$ cat src/cchm_pkg.sv
package cchm_pkg;

    // default sizes
    localparam int DEF_MAX_CLASSES    = 8;
    localparam int DEF_MAX_CATEGORIES = 8;
    localparam int DEF_COUNT_BITS     = 20;

    // fixed field widths
    localparam int FIELD_W   = 3;
    localparam int CFG_W     = 4;
    localparam int PROB_W    = 17;
    localparam int CFG_ADDR_W = 2;

    // stream packing
    localparam int IN_BITS      = 2 * FIELD_W;
    localparam int IN_TDATA_W   = ((IN_BITS + 7) / 8) * 8;
    localparam int OUT_BITS     = 2 * FIELD_W + PROB_W;
    localparam int OUT_TDATA_W  = ((OUT_BITS + 7) / 8) * 8;

    // front-to-back queue
    localparam int QUEUE_DEPTH = 4;

    // register indexes
    localparam logic [CFG_ADDR_W-1:0] REG_CLASSES     = 2'd0;
    localparam logic [CFG_ADDR_W-1:0] REG_CATEGORIES  = 2'd1;
    localparam logic [CFG_ADDR_W-1:0] REG_ALLOW_DEGEN = 2'd2;

    typedef enum logic {
        CMD_ADD    = 1'b0,
        CMD_FINISH = 1'b1
    } cmd_t;

    typedef struct packed {
        cmd_t               cmd;
        logic [FIELD_W-1:0] cls;
        logic [FIELD_W-1:0] cat;
    } cchm_op_t;

    // effective sizes, already limited to the built maxima
    typedef struct packed {
        logic [CFG_W-1:0] ncls;
        logic [CFG_W-1:0] ncat;
        logic             allow_degenerate;
    } cchm_cfg_t;

    typedef enum logic [2:0] {
        ST_IDLE,
        ST_ADD_WR,
        ST_FIN_RD,
        ST_FIN_DIV,
        ST_FIN_OUT
    } back_state_t;

endpackage

$ cat src/cchm_front.sv
module cchm_front
    import cchm_pkg::*;
(
    input  logic               s_tvalid,
    output logic               s_tready,
    input  logic               cmd,
    input  logic [FIELD_W-1:0] class_id,
    input  logic [FIELD_W-1:0] category,
    input  cchm_cfg_t          cfg,
    input  logic               q_full,
    output logic               push,
    output cchm_op_t           push_op
);

    logic in_range;
    cmd_t cmd_kind;

    assign cmd_kind = cmd_t'(cmd);
    assign s_tready = !q_full;

    // adds outside the classes or categories in use are dropped here
    assign in_range = (CFG_W'(class_id) < cfg.ncls) && (CFG_W'(category) < cfg.ncat);
    assign push     = s_tvalid && s_tready && ((cmd_kind == CMD_FINISH) || in_range);

    assign push_op.cmd = cmd_kind;
    assign push_op.cls = class_id;
    assign push_op.cat = category;

endmodule

$ cat src/cchm_queue.sv
module cchm_queue
    import cchm_pkg::*;
(
    input  logic     clk,
    input  logic     rst_n,
    input  logic     push,
    input  cchm_op_t push_op,
    output logic     full,
    input  logic     pop,
    output logic     q_valid,
    output cchm_op_t q_op
);

    localparam int PTR_W = $clog2(QUEUE_DEPTH);
    localparam int CNT_W = $clog2(QUEUE_DEPTH + 1);
    localparam logic [CNT_W-1:0] DEPTH_L = CNT_W'(QUEUE_DEPTH);

    cchm_op_t         entry_reg [QUEUE_DEPTH];
    logic [PTR_W-1:0] wr_ptr_reg, wr_ptr_next;
    logic [PTR_W-1:0] rd_ptr_reg, rd_ptr_next;
    logic [CNT_W-1:0] count_reg, count_next;

    assign full    = (count_reg == DEPTH_L);
    assign q_valid = (count_reg != '0);
    assign q_op    = entry_reg[rd_ptr_reg];

    always_comb
    begin
        wr_ptr_next = push ? wr_ptr_reg + PTR_W'(1) : wr_ptr_reg;
        rd_ptr_next = pop ? rd_ptr_reg + PTR_W'(1) : rd_ptr_reg;
        count_next  = count_reg;
        if (push && !pop)
        begin
            count_next = count_reg + CNT_W'(1);
        end
        else if (pop && !push)
        begin
            count_next = count_reg - CNT_W'(1);
        end
    end

    always_ff @(posedge clk or negedge rst_n)
    begin
        if (!rst_n)
        begin
            wr_ptr_reg <= '0;
            rd_ptr_reg <= '0;
            count_reg  <= '0;
        end
        else
        begin
            wr_ptr_reg <= wr_ptr_next;
            rd_ptr_reg <= rd_ptr_next;
            count_reg  <= count_next;
        end
    end

    always_ff @(posedge clk)
    begin
        if (push)
        begin
            entry_reg[wr_ptr_reg] <= push_op;
        end
    end

`ifndef NO_ASSERTIONS
    a_no_pop_empty: assert property (@(posedge clk) disable iff (!rst_n)
        pop |-> (count_reg != '0))
        else $error("queue popped while empty");

    a_no_push_full: assert property (@(posedge clk) disable iff (!rst_n)
        push |-> (count_reg != DEPTH_L))
        else $error("queue pushed while full");
`endif

endmodule

$ cat src/cchm_div.sv
module cchm_div
    import cchm_pkg::*;
#(
    parameter int COUNT_BITS = DEF_COUNT_BITS
)
(
    input  logic                  clk,
    input  logic                  rst_n,
    input  logic                  start,
    input  logic [COUNT_BITS-1:0] num,
    input  logic [COUNT_BITS-1:0] den,
    output logic                  busy,
    output logic                  done,
    output logic [PROB_W-1:0]     quot
);

    // one quotient bit per cycle, num <= den so the quotient fits in PROB_W bits
    localparam int STEP_W = $clog2(PROB_W + 1);
    localparam logic [STEP_W-1:0] LAST_STEP = STEP_W'(PROB_W - 1);

    logic [COUNT_BITS:0]   part_reg;
    logic [COUNT_BITS-1:0] den_reg;
    logic [PROB_W-1:0]     quot_reg;
    logic [STEP_W-1:0]     step_reg;
    logic                  busy_reg;
    logic                  done_reg;

    logic                  ge;
    logic [COUNT_BITS:0]   diff;
    logic [COUNT_BITS-1:0] rem;

    always_comb
    begin
        ge   = (part_reg >= {1'b0, den_reg});
        diff = part_reg - {1'b0, den_reg};
        rem  = ge ? diff[COUNT_BITS-1:0] : part_reg[COUNT_BITS-1:0];
    end

    always_ff @(posedge clk or negedge rst_n)
    begin
        if (!rst_n)
        begin
            busy_reg <= 1'b0;
            done_reg <= 1'b0;
            step_reg <= '0;
        end
        else
        begin
            done_reg <= 1'b0;
            if (start)
            begin
                busy_reg <= 1'b1;
                step_reg <= '0;
            end
            else if (busy_reg)
            begin
                step_reg <= step_reg + STEP_W'(1);
                if (step_reg == LAST_STEP)
                begin
                    busy_reg <= 1'b0;
                    done_reg <= 1'b1;
                end
            end
        end
    end

    always_ff @(posedge clk)
    begin
        if (start)
        begin
            part_reg <= {1'b0, num};
            den_reg  <= den;
            quot_reg <= '0;
        end
        else if (busy_reg)
        begin
            part_reg <= {rem, 1'b0};
            quot_reg <= {quot_reg[PROB_W-2:0], ge};
        end
    end

    assign busy = busy_reg;
    assign done = done_reg;
    assign quot = quot_reg;

endmodule

$ cat src/cchm_back.sv
module cchm_back
    import cchm_pkg::*;
#(
    parameter int MAX_CLASSES    = DEF_MAX_CLASSES,
    parameter int MAX_CATEGORIES = DEF_MAX_CATEGORIES,
    parameter int COUNT_BITS     = DEF_COUNT_BITS
)
(
    input  logic               clk,
    input  logic               rst_n,
    input  cchm_cfg_t          cfg,
    input  logic               q_valid,
    input  cchm_op_t           q_op,
    output logic               pop,
    output logic               m_tvalid,
    input  logic               m_tready,
    output logic [FIELD_W-1:0] out_class,
    output logic [FIELD_W-1:0] out_category,
    output logic [PROB_W-1:0]  probability,
    output logic               absent,
    output logic               last
);

    localparam int CLS_W  = (MAX_CLASSES > 1) ? $clog2(MAX_CLASSES) : 1;
    localparam int CAT_W  = $clog2(MAX_CATEGORIES);
    localparam int DEPTH  = MAX_CLASSES * MAX_CATEGORIES;
    localparam int ADDR_W = $clog2(DEPTH);
    localparam logic [COUNT_BITS-1:0] COUNT_MAX = '1;

    function automatic logic [COUNT_BITS-1:0] sat_inc(input logic [COUNT_BITS-1:0] v);
        sat_inc = (v == COUNT_MAX) ? v : v + COUNT_BITS'(1);
    endfunction

    function automatic logic [ADDR_W-1:0] pair_addr(input logic [CLS_W-1:0] k,
                                                    input logic [CAT_W-1:0] c);
        pair_addr = ADDR_W'(k * MAX_CATEGORIES) + ADDR_W'(c);
    endfunction

    // pair counters, entries read as zero until their valid bit is set
    logic [COUNT_BITS-1:0] mem [DEPTH];
    logic [COUNT_BITS-1:0] rd_data_reg;
    logic [DEPTH-1:0]      valid_reg;
    logic [COUNT_BITS-1:0] totals_reg [MAX_CLASSES];

    back_state_t       state_reg, state_next;
    logic [CLS_W-1:0]  k_reg, k_next;
    logic [CAT_W-1:0]  c_reg, c_next;
    logic [ADDR_W-1:0] addr_reg, addr_next;
    logic              cnt_zero_reg, cnt_zero_next;
    logic              total_zero_reg, total_zero_next;
    logic              out_valid_reg;

    logic [FIELD_W-1:0] out_class_reg;
    logic [FIELD_W-1:0] out_category_reg;
    logic [PROB_W-1:0]  prob_reg;
    logic               absent_reg;
    logic               last_reg;

    logic [COUNT_BITS-1:0] cnt_now;
    logic [COUNT_BITS-1:0] total_now;
    logic                  is_last;
    logic                  mem_we;
    logic                  clear_all;
    logic                  out_load;
    logic                  div_start;
    logic                  div_busy;
    logic                  div_done;
    logic [PROB_W-1:0]     div_quot;

    assign cnt_now   = valid_reg[addr_reg] ? rd_data_reg : '0;
    assign total_now = totals_reg[k_reg];
    assign is_last   = ((CFG_W'(k_reg) + CFG_W'(1)) == cfg.ncls)
                    && ((CFG_W'(c_reg) + CFG_W'(1)) == cfg.ncat);

    cchm_div #(
        .COUNT_BITS (COUNT_BITS)
    ) u_div (
        .clk   (clk),
        .rst_n (rst_n),
        .start (div_start),
        .num   (cnt_now),
        .den   (total_now),
        .busy  (div_busy),
        .done  (div_done),
        .quot  (div_quot)
    );

    always_comb
    begin
        state_next      = state_reg;
        k_next          = k_reg;
        c_next          = c_reg;
        addr_next       = addr_reg;
        cnt_zero_next   = cnt_zero_reg;
        total_zero_next = total_zero_reg;
        pop             = 1'b0;
        mem_we          = 1'b0;
        clear_all       = 1'b0;
        out_load        = 1'b0;
        div_start       = 1'b0;

        unique case (state_reg)
            ST_IDLE:
            begin
                if (q_valid)
                begin
                    pop = 1'b1;
                    if (q_op.cmd == CMD_FINISH)
                    begin
                        if ((cfg.ncls == '0) || (cfg.ncat == '0))
                        begin
                            clear_all = 1'b1;
                        end
                        else
                        begin
                            k_next     = '0;
                            c_next     = '0;
                            addr_next  = '0;
                            state_next = ST_FIN_RD;
                        end
                    end
                    else
                    begin
                        k_next     = CLS_W'(q_op.cls);
                        addr_next  = pair_addr(CLS_W'(q_op.cls), CAT_W'(q_op.cat));
                        state_next = ST_ADD_WR;
                    end
                end
            end
            ST_ADD_WR:
            begin
                mem_we     = 1'b1;
                state_next = ST_IDLE;
            end
            ST_FIN_RD:
            begin
                cnt_zero_next   = (cnt_now == '0);
                total_zero_next = (total_now == '0);
                if (total_now == '0)
                begin
                    state_next = ST_FIN_OUT;
                end
                else
                begin
                    div_start  = 1'b1;
                    state_next = ST_FIN_DIV;
                end
            end
            ST_FIN_DIV:
            begin
                if (div_done)
                begin
                    state_next = ST_FIN_OUT;
                end
            end
            ST_FIN_OUT:
            begin
                if (!out_valid_reg || m_tready)
                begin
                    out_load = 1'b1;
                    if (is_last)
                    begin
                        clear_all  = 1'b1;
                        state_next = ST_IDLE;
                    end
                    else
                    begin
                        if ((CFG_W'(c_reg) + CFG_W'(1)) == cfg.ncat)
                        begin
                            c_next = '0;
                            k_next = k_reg + CLS_W'(1);
                        end
                        else
                        begin
                            c_next = c_reg + CAT_W'(1);
                        end
                        addr_next  = pair_addr(k_next, c_next);
                        state_next = ST_FIN_RD;
                    end
                end
            end
            default:
            begin
                state_next = ST_IDLE;
            end
        endcase
    end

    always_ff @(posedge clk or negedge rst_n)
    begin
        if (!rst_n)
        begin
            state_reg      <= ST_IDLE;
            k_reg          <= '0;
            c_reg          <= '0;
            addr_reg       <= '0;
            cnt_zero_reg   <= 1'b0;
            total_zero_reg <= 1'b0;
            out_valid_reg  <= 1'b0;
            valid_reg      <= '0;
            for (int i = 0; i < MAX_CLASSES; i++)
            begin
                totals_reg[i] <= '0;
            end
        end
        else
        begin
            state_reg      <= state_next;
            k_reg          <= k_next;
            c_reg          <= c_next;
            addr_reg       <= addr_next;
            cnt_zero_reg   <= cnt_zero_next;
            total_zero_reg <= total_zero_next;

            if (out_load)
            begin
                out_valid_reg <= 1'b1;
            end
            else if (m_tready)
            begin
                out_valid_reg <= 1'b0;
            end

            if (clear_all)
            begin
                valid_reg <= '0;
                for (int i = 0; i < MAX_CLASSES; i++)
                begin
                    totals_reg[i] <= '0;
                end
            end
            else if (mem_we)
            begin
                valid_reg[addr_reg] <= 1'b1;
                totals_reg[k_reg]   <= sat_inc(total_now);
            end
        end
    end

    // counter memory, registered read
    always_ff @(posedge clk)
    begin
        if (mem_we)
        begin
            mem[addr_reg] <= sat_inc(cnt_now);
        end
        rd_data_reg <= mem[addr_next];
    end

    always_ff @(posedge clk)
    begin
        if (out_load)
        begin
            out_class_reg    <= FIELD_W'(k_reg);
            out_category_reg <= FIELD_W'(c_reg);
            prob_reg         <= total_zero_reg ? '0 : div_quot;
            absent_reg       <= cnt_zero_reg && !cfg.allow_degenerate;
            last_reg         <= is_last;
        end
    end

    assign m_tvalid     = out_valid_reg;
    assign out_class    = out_class_reg;
    assign out_category = out_category_reg;
    assign probability  = prob_reg;
    assign absent       = absent_reg;
    assign last         = last_reg;

`ifndef NO_ASSERTIONS
    a_div_start_idle: assert property (@(posedge clk) disable iff (!rst_n)
        div_start |-> !div_busy)
        else $error("divider restarted while busy");

    a_div_wait: assert property (@(posedge clk) disable iff (!rst_n)
        (state_reg == ST_FIN_DIV) |-> (div_busy || div_done))
        else $error("waiting on a divider that is not running");

    a_clear_after_run: assert property (@(posedge clk) disable iff (!rst_n)
        (out_load && is_last) |=> ((valid_reg == '0) && (state_reg == ST_IDLE)))
        else $error("counters not cleared after the last result");
`endif

endmodule

$ cat src/categorical_class_histogram_mstep.sv
// add beat: taken one per cycle while the 4-entry queue has room; the back end retires an add
//   with a counter read in ST_IDLE, then a saturating write in ST_ADD_WR, before its next pop
// finish beat: each result takes a counter read, a 17-step divider run and an output load;
//   an entry of an empty class skips the divider
// reset: asynchronous, active low; one class, one category, absent flags enabled, counts zero
module categorical_class_histogram_mstep
    import cchm_pkg::*;
#(
    parameter int MAX_CLASSES    = DEF_MAX_CLASSES,
    parameter int MAX_CATEGORIES = DEF_MAX_CATEGORIES,
    parameter int COUNT_BITS     = DEF_COUNT_BITS
)
(
    input  logic                   clk,
    input  logic                   rst_n,

    // register write port
    input  logic                   cfg_we,
    input  logic [CFG_ADDR_W-1:0]  cfg_addr,
    input  logic [CFG_W-1:0]       cfg_data,

    // observation stream
    input  logic                   s_tvalid,
    output logic                   s_tready,
    input  logic [IN_TDATA_W-1:0]  s_tdata,   // class_id [2:0], category [5:3], zero pad
    input  logic                   s_tuser,   // cmd: 0 add, 1 finish

    // probability stream
    output logic                   m_tvalid,
    input  logic                   m_tready,
    output logic [OUT_TDATA_W-1:0] m_tdata,   // out_class [2:0], out_category [5:3],
                                              // probability [22:6], zero pad
    output logic                   m_tuser,   // absent
    output logic                   m_tlast    // last entry of the run
);

    localparam logic [CFG_W-1:0] MAX_CLS_L = CFG_W'(MAX_CLASSES);
    localparam logic [CFG_W-1:0] MAX_CAT_L = CFG_W'(MAX_CATEGORIES);

    // configuration registers
    logic [CFG_W-1:0] classes_reg;
    logic [CFG_W-1:0] categories_reg;
    logic             allow_degen_reg;

    cchm_cfg_t cfg;

    // front to queue, queue to back
    logic     q_full;
    logic     push;
    cchm_op_t push_op;
    logic     q_valid;
    logic     pop;
    cchm_op_t q_op;

    // back end result fields
    logic [FIELD_W-1:0] out_class;
    logic [FIELD_W-1:0] out_category;
    logic [PROB_W-1:0]  probability;
    logic               absent;
    logic               last;

    always_ff @(posedge clk or negedge rst_n)
    begin
        if (!rst_n)
        begin
            classes_reg     <= CFG_W'(1);
            categories_reg  <= CFG_W'(1);
            allow_degen_reg <= 1'b0;
        end
        else if (cfg_we)
        begin
            unique case (cfg_addr)
                REG_CLASSES:     classes_reg     <= cfg_data;
                REG_CATEGORIES:  categories_reg  <= cfg_data;
                REG_ALLOW_DEGEN: allow_degen_reg <= cfg_data[0];
                default:         ;  // writes past the register list are dropped
            endcase
        end
    end

    // sizes above what was built act as the built maximum
    always_comb
    begin
        cfg.ncls             = (classes_reg > MAX_CLS_L) ? MAX_CLS_L : classes_reg;
        cfg.ncat             = (categories_reg > MAX_CAT_L) ? MAX_CAT_L : categories_reg;
        cfg.allow_degenerate = allow_degen_reg;
    end

    // front end: takes beats, drops out-of-range adds, queues the rest
    cchm_front u_front (
        .s_tvalid (s_tvalid),
        .s_tready (s_tready),
        .cmd      (s_tuser),
        .class_id (s_tdata[FIELD_W-1:0]),
        .category (s_tdata[2*FIELD_W-1:FIELD_W]),
        .cfg      (cfg),
        .q_full   (q_full),
        .push     (push),
        .push_op  (push_op)
    );

    // short queue so the front keeps taking beats while the back end works
    cchm_queue u_queue (
        .clk     (clk),
        .rst_n   (rst_n),
        .push    (push),
        .push_op (push_op),
        .full    (q_full),
        .pop     (pop),
        .q_valid (q_valid),
        .q_op    (q_op)
    );

    // back end: counter updates, finish walk with divider, output register
    cchm_back #(
        .MAX_CLASSES    (MAX_CLASSES),
        .MAX_CATEGORIES (MAX_CATEGORIES),
        .COUNT_BITS     (COUNT_BITS)
    ) u_back (
        .clk          (clk),
        .rst_n        (rst_n),
        .cfg          (cfg),
        .q_valid      (q_valid),
        .q_op         (q_op),
        .pop          (pop),
        .m_tvalid     (m_tvalid),
        .m_tready     (m_tready),
        .out_class    (out_class),
        .out_category (out_category),
        .probability  (probability),
        .absent       (absent),
        .last         (last)
    );

    // pack result fields, lowest field in the lowest bits
    assign m_tdata = OUT_TDATA_W'({probability, out_category, out_class});
    assign m_tuser = absent;
    assign m_tlast = last;

endmodule

$ cat config.mk
export PLATFORM = sky130hd
export DESIGN_NAME = categorical_class_histogram_mstep
export DESIGN_NICKNAME = d
export VERILOG_FILES = /design/src/cchm_pkg.sv /design/src/cchm_front.sv /design/src/cchm_queue.sv /design/src/cchm_div.sv /design/src/cchm_back.sv /design/src/categorical_class_histogram_mstep.sv
export SDC_FILE = /design/constraint.sdc
export NUM_CORES = 2
export LEC_CHECK = 0
export BUFFER_PORTS_ARGS = -buffer_cell sky130_fd_sc_hd__buf_4
export CORE_MARGIN = 4
export CORE_UTILIZATION = 65
export CTS_CLUSTER_DIAMETER = 150
export CTS_CLUSTER_SIZE = 40
export DETAILED_ROUTE_END_ITERATION = 12
export PLACE_DENSITY = 0.81
export REMOVE_ABC_BUFFERS = 1
export SETUP_SLACK_MARGIN = 0.2
export SLEW_MARGIN = 15
export SYNTH_ARGS = -nofsm -noshare
export SYNTH_HDL_FRONTEND = slang
export SYNTH_SLANG_ARGS = --single-unit
$ cat constraint.sdc
create_clock -name clk -period 13.5 [get_ports clk]
set_input_delay 4.05 -clock clk [delete_from_list [all_inputs] [get_ports clk]]
set_output_delay 4.05 -clock clk [all_outputs]
set_load 0.03 [all_outputs]
==> results.md <==
- Routed vias: 37400
- Post-DRT Antenna Nets: 0
- CP startpoint: m_tready
- Critical setup path kind: in -> reg
- Initial antenna violation count: 1
- Unrepaired setup endpoints after global routing: false
- Drt pass-1 iters: 8
- Tmin final: 8.55 ns
- Postcts setup bufs: 0
- IO Pins: 48
- Multiplexer share of the synthesized area: 12.9%
- Period utilization: 63.4%
- Total grt overflow: 0
- Syn Area/Cell: 17.1 µm²
- DR WL met2: 74.7 mm
- # DRC: 0
- Worst Path Required: 14.06 ns
- Largest family of logic cells by synthesized area: multiplexers
- Top Metal Used: met5
- Worst vdd ir: 181 µV
- Starting Density: 65.5%
- Post-synth top flop: edfxtp_1
- Nets@finish: 3986
- Height of the die: 331 µm
- Max Root-Sink Buffers: 3
- Metal1 wirelength: 61.0 mm
- CP Launch Type: primary input
- Slack of the worst reg-to-reg path: 6.14 ns
- Final GP Congestion: 0.889
- DR WL met3: 14.7 mm
- Fillcell total: 6351
- WP depth: 13
- Hold-fix buffers, CTS: 0
- Adder-cell area share of the yosys netlist: 0.742%
- Core Util, Final: 69.1%
- Htree depth: 2
- Mapped cell area: 67800 µm²
- FP Rows: 118
- Vias/cell: 6.99
- Final Setup Violations: 0
- Number of flops mapped to enable cells by yosys: 1373
- Wirelength, routed: 157 mm
- Cells after Synth: 3971
- GRT Overall Usage: 29.1%
- Max-slew violations: 0
- Power Density: 214 nW/µm²
- Global-route wire length before repair: 235 mm
- Hold depth: 2
- Sequential cell area: 48600 µm²
- FF+latch count, synth: 1676
- Top cell type's share of synthesized area: 60.8%
- Average wire per standard cell: 29.4 µm
- R2r endpoint: u_back.rd_data_reg[3]
- PostCTS Resize Cnt: 0
- HP Class: reg -> reg
- Hold Path Sink: u_back.u_div.part_reg[20]
- Outcome: completed
- Xor/xnor share of the synthesized area: 0.879%
- CTS Root Buffer Type: clkbuf_16
- CTS tree: built
- DP HPWL: 90.9 mm
- Worst setup margin: 4.95 ns
- Final Skew: 0.0373 ns
- Num CTS Buffers: 47
- Leakage: 24.5 nW
- Dominant cell type by area after synthesis: edfxtp_1
- Top post-synthesis cells by area: edfxtp_1, mux4_2, dfrtp_1
- Simple-gate portion of the synthesized area: 5.36%
- Clk Latency, worst-skew pair: 0.71 ns
- Largest net degree at the start of global routing: 225
- # clock sinks: 1676
- Crit path buf inv count: 3
- CP max FO: 113
- Area grow syn2layout: 5.47%
- Slowest stage delay, CP: 0.69 ns
- Fraction of layout cells with a size suffix above 1: 16.9%
- Port bufs: 44
- Multi-input gate area: 18300 µm²
- Max_cap viols: 0
- Max reg flops: 1280
- Ys async rst share: 15.8%
- Worst-margin pin slew: 1.10 ns
- Cell Chain, Critical Path: buf_4, nor2b_1, nor2_1, a21oi_1, a21oi_1, o221ai_4, buf_12, buf_4, mux4_2, a22oi_1, a21oi_1, a21oi_1, nand3_1
- Die Area: 109000 µm²
- Rel. slew slack: 26.6%
- Post-synthesis sequential area ratio: 71.7%
- Die X: 331 µm
- CP endpoint kind: flip-flop
- Synth Area in Compound Gates: 6.51%
- Vias in the first global route: 36500
- Count of different cell masters after synthesis: 85
- Worst hold start: u_back.u_div.part_reg[20]
- Detailed Route Iter0 Violations: 5361
- CTS clk-pin slew, worst paths: 0.14 ns
- Worst Reg-to-Reg Cells: 14
- Ys Warns: 0
- Family with the most delay on the worst path: compound AO/OA/AOI/OAI gates
- Critical path arrival: 9.11 ns
- Critical path's most frequent cell: a21oi_1
- CP max stage cell: buf_4
- Core ar.: 103000 µm²
- Dpl ws: 4.34 ns
- Final Hold Fails: 0
- R2r startpoint: u_back.k_reg[2]
- Fmax: 117 MHz
[worst max-delay path by stage]
stage,to,slack (ns)
floorplan,u_back.rd_data_reg[0],-24.74
global placement,u_back.rd_data_reg[8],4.42
detailed placement,u_back.rd_data_reg[8],4.34
CTS,u_back.rd_data_reg[19],5.10
global route,u_back.rd_data_reg[19],4.71
finish,u_back.rd_data_reg[19],4.95
[layer usage]
layer	vias to the layer above	track usage [%]
met2	2179	45.2
li1	15600	-
met4	2	10.1
met5	-	0
met3	328	4.58
met1	19300	43.1
[cell families (layout without fill, tap and decap cells)]
family / count (synthesis) / in the layout
buf+inv: 300 / 294
mux: 481 / 481
fa+ha+maj: 39 / 39
xor+xnor: 59 / 59
simple gates: 743 / 743
other cells: 1 / 2
flops: 1676 / 1676
compound gates: 672 / 672
[Yosys cell counts, drive strengths merged, types with 37 or more instances]
cell and count:
nand3 222, nand2 146, clkbuf 136, nor2b 38
a22oi 113, inv 57, a21oi 81, ha 37
dfxtp 38, o21ai 230, buf 106, a221oi 76
edfxtp 1373, mux4 310, mux2i 143, dfrtp 263
o21a 67, xnor2 39, nor2 179
[per-stage QoR]
| step | power, mW | TNS, ns | instances | area (µm²) | hold WS, ns |
|---|---|---|---|---|---|
| after global routing | 16.0 | 0 | 5345 | 71500 | 0.497 |
| after global placement | 13.0 | 0 | 5257 | 70100 | 0.462 |
| final | 15.3 | 0 | 5346 | 71500 | 0.484 |
| after floorplan | 12.7 | -522.58 | 3729 | 66700 | 0.442 |
| after CTS | 15.3 | 0 | 5344 | 71400 | 0.486 |
| after detailed placement | 13.2 | 0 | 5257 | 70100 | 0.465 |
[placed cells by master (no fill, tap or decap), drive strengths merged, types with 5 or more instances in the layout]
cell	netlist	routed
edfxtp	1373	1373
mux4	310	310
dfrtp	263	263
o21ai	230	230
nand3	222	222
nor2	179	179
buf	106	149
nand2	146	146
mux2i	143	143
a22oi	113	113
clkbuf	136	84
a21oi	81	81
a221oi	76	76
o21a	67	67
inv	57	59
xnor2	39	39
dfxtp	38	38
nor2b	38	38
ha	37	37
and2	29	29
mux2	28	28
nand2b	21	21
and3	20	20
nor3	20	20
xor2	20	20
a21o	14	14
nand4	14	14
a211oi	13	13
nor4	13	13
o22ai	10	10
nor3b	10	10
nand3b	7	7
a31oi	7	7
a21boi	7	7
or2	6	6
o31ai	6	6
o22a	5	5
o211ai	5	5
[worst register-to-register path: stages, from the launching register on]
cell,delay (ns)
dfrtp_2,0.50
buf_4,0.59
nand2_1,0.53
o21ai_0,0.30
o221ai_1,0.20
nor3_1,0.78
o31ai_1,0.41
nor2_4,0.85
buf_4,0.60
buf_4,0.69
mux4_2,0.47
a22oi_1,0.32
nor2_1,0.09
a221oi_1,0.67
nand3_1,0.19
[power breakdown]
group / switching (mW) / total [mW] / internal (mW)
clock: 1.41 / 2.11 / 0.698
sequential: 0.345 / 7.37 / 7.03
combinational: 3.81 / 5.84 / 2.03
total: 5.56 / 15.3 / 9.76
[layout make-up]
cell class | instances | share of cell area (%)
Antenna cell | 1 | 0.00350
Tap cell | 1380 | 2.42
Clock inverter | 3 | 0.0403
Timing Repair Buffer | 149 | 1.66
Multi-Input combinational cell | 1995 | 25.7
Sequential cell | 1676 | 68.0
Clock buffer | 84 | 1.88
Inverter | 58 | 0.305
(Power assumes the default switching activity.)
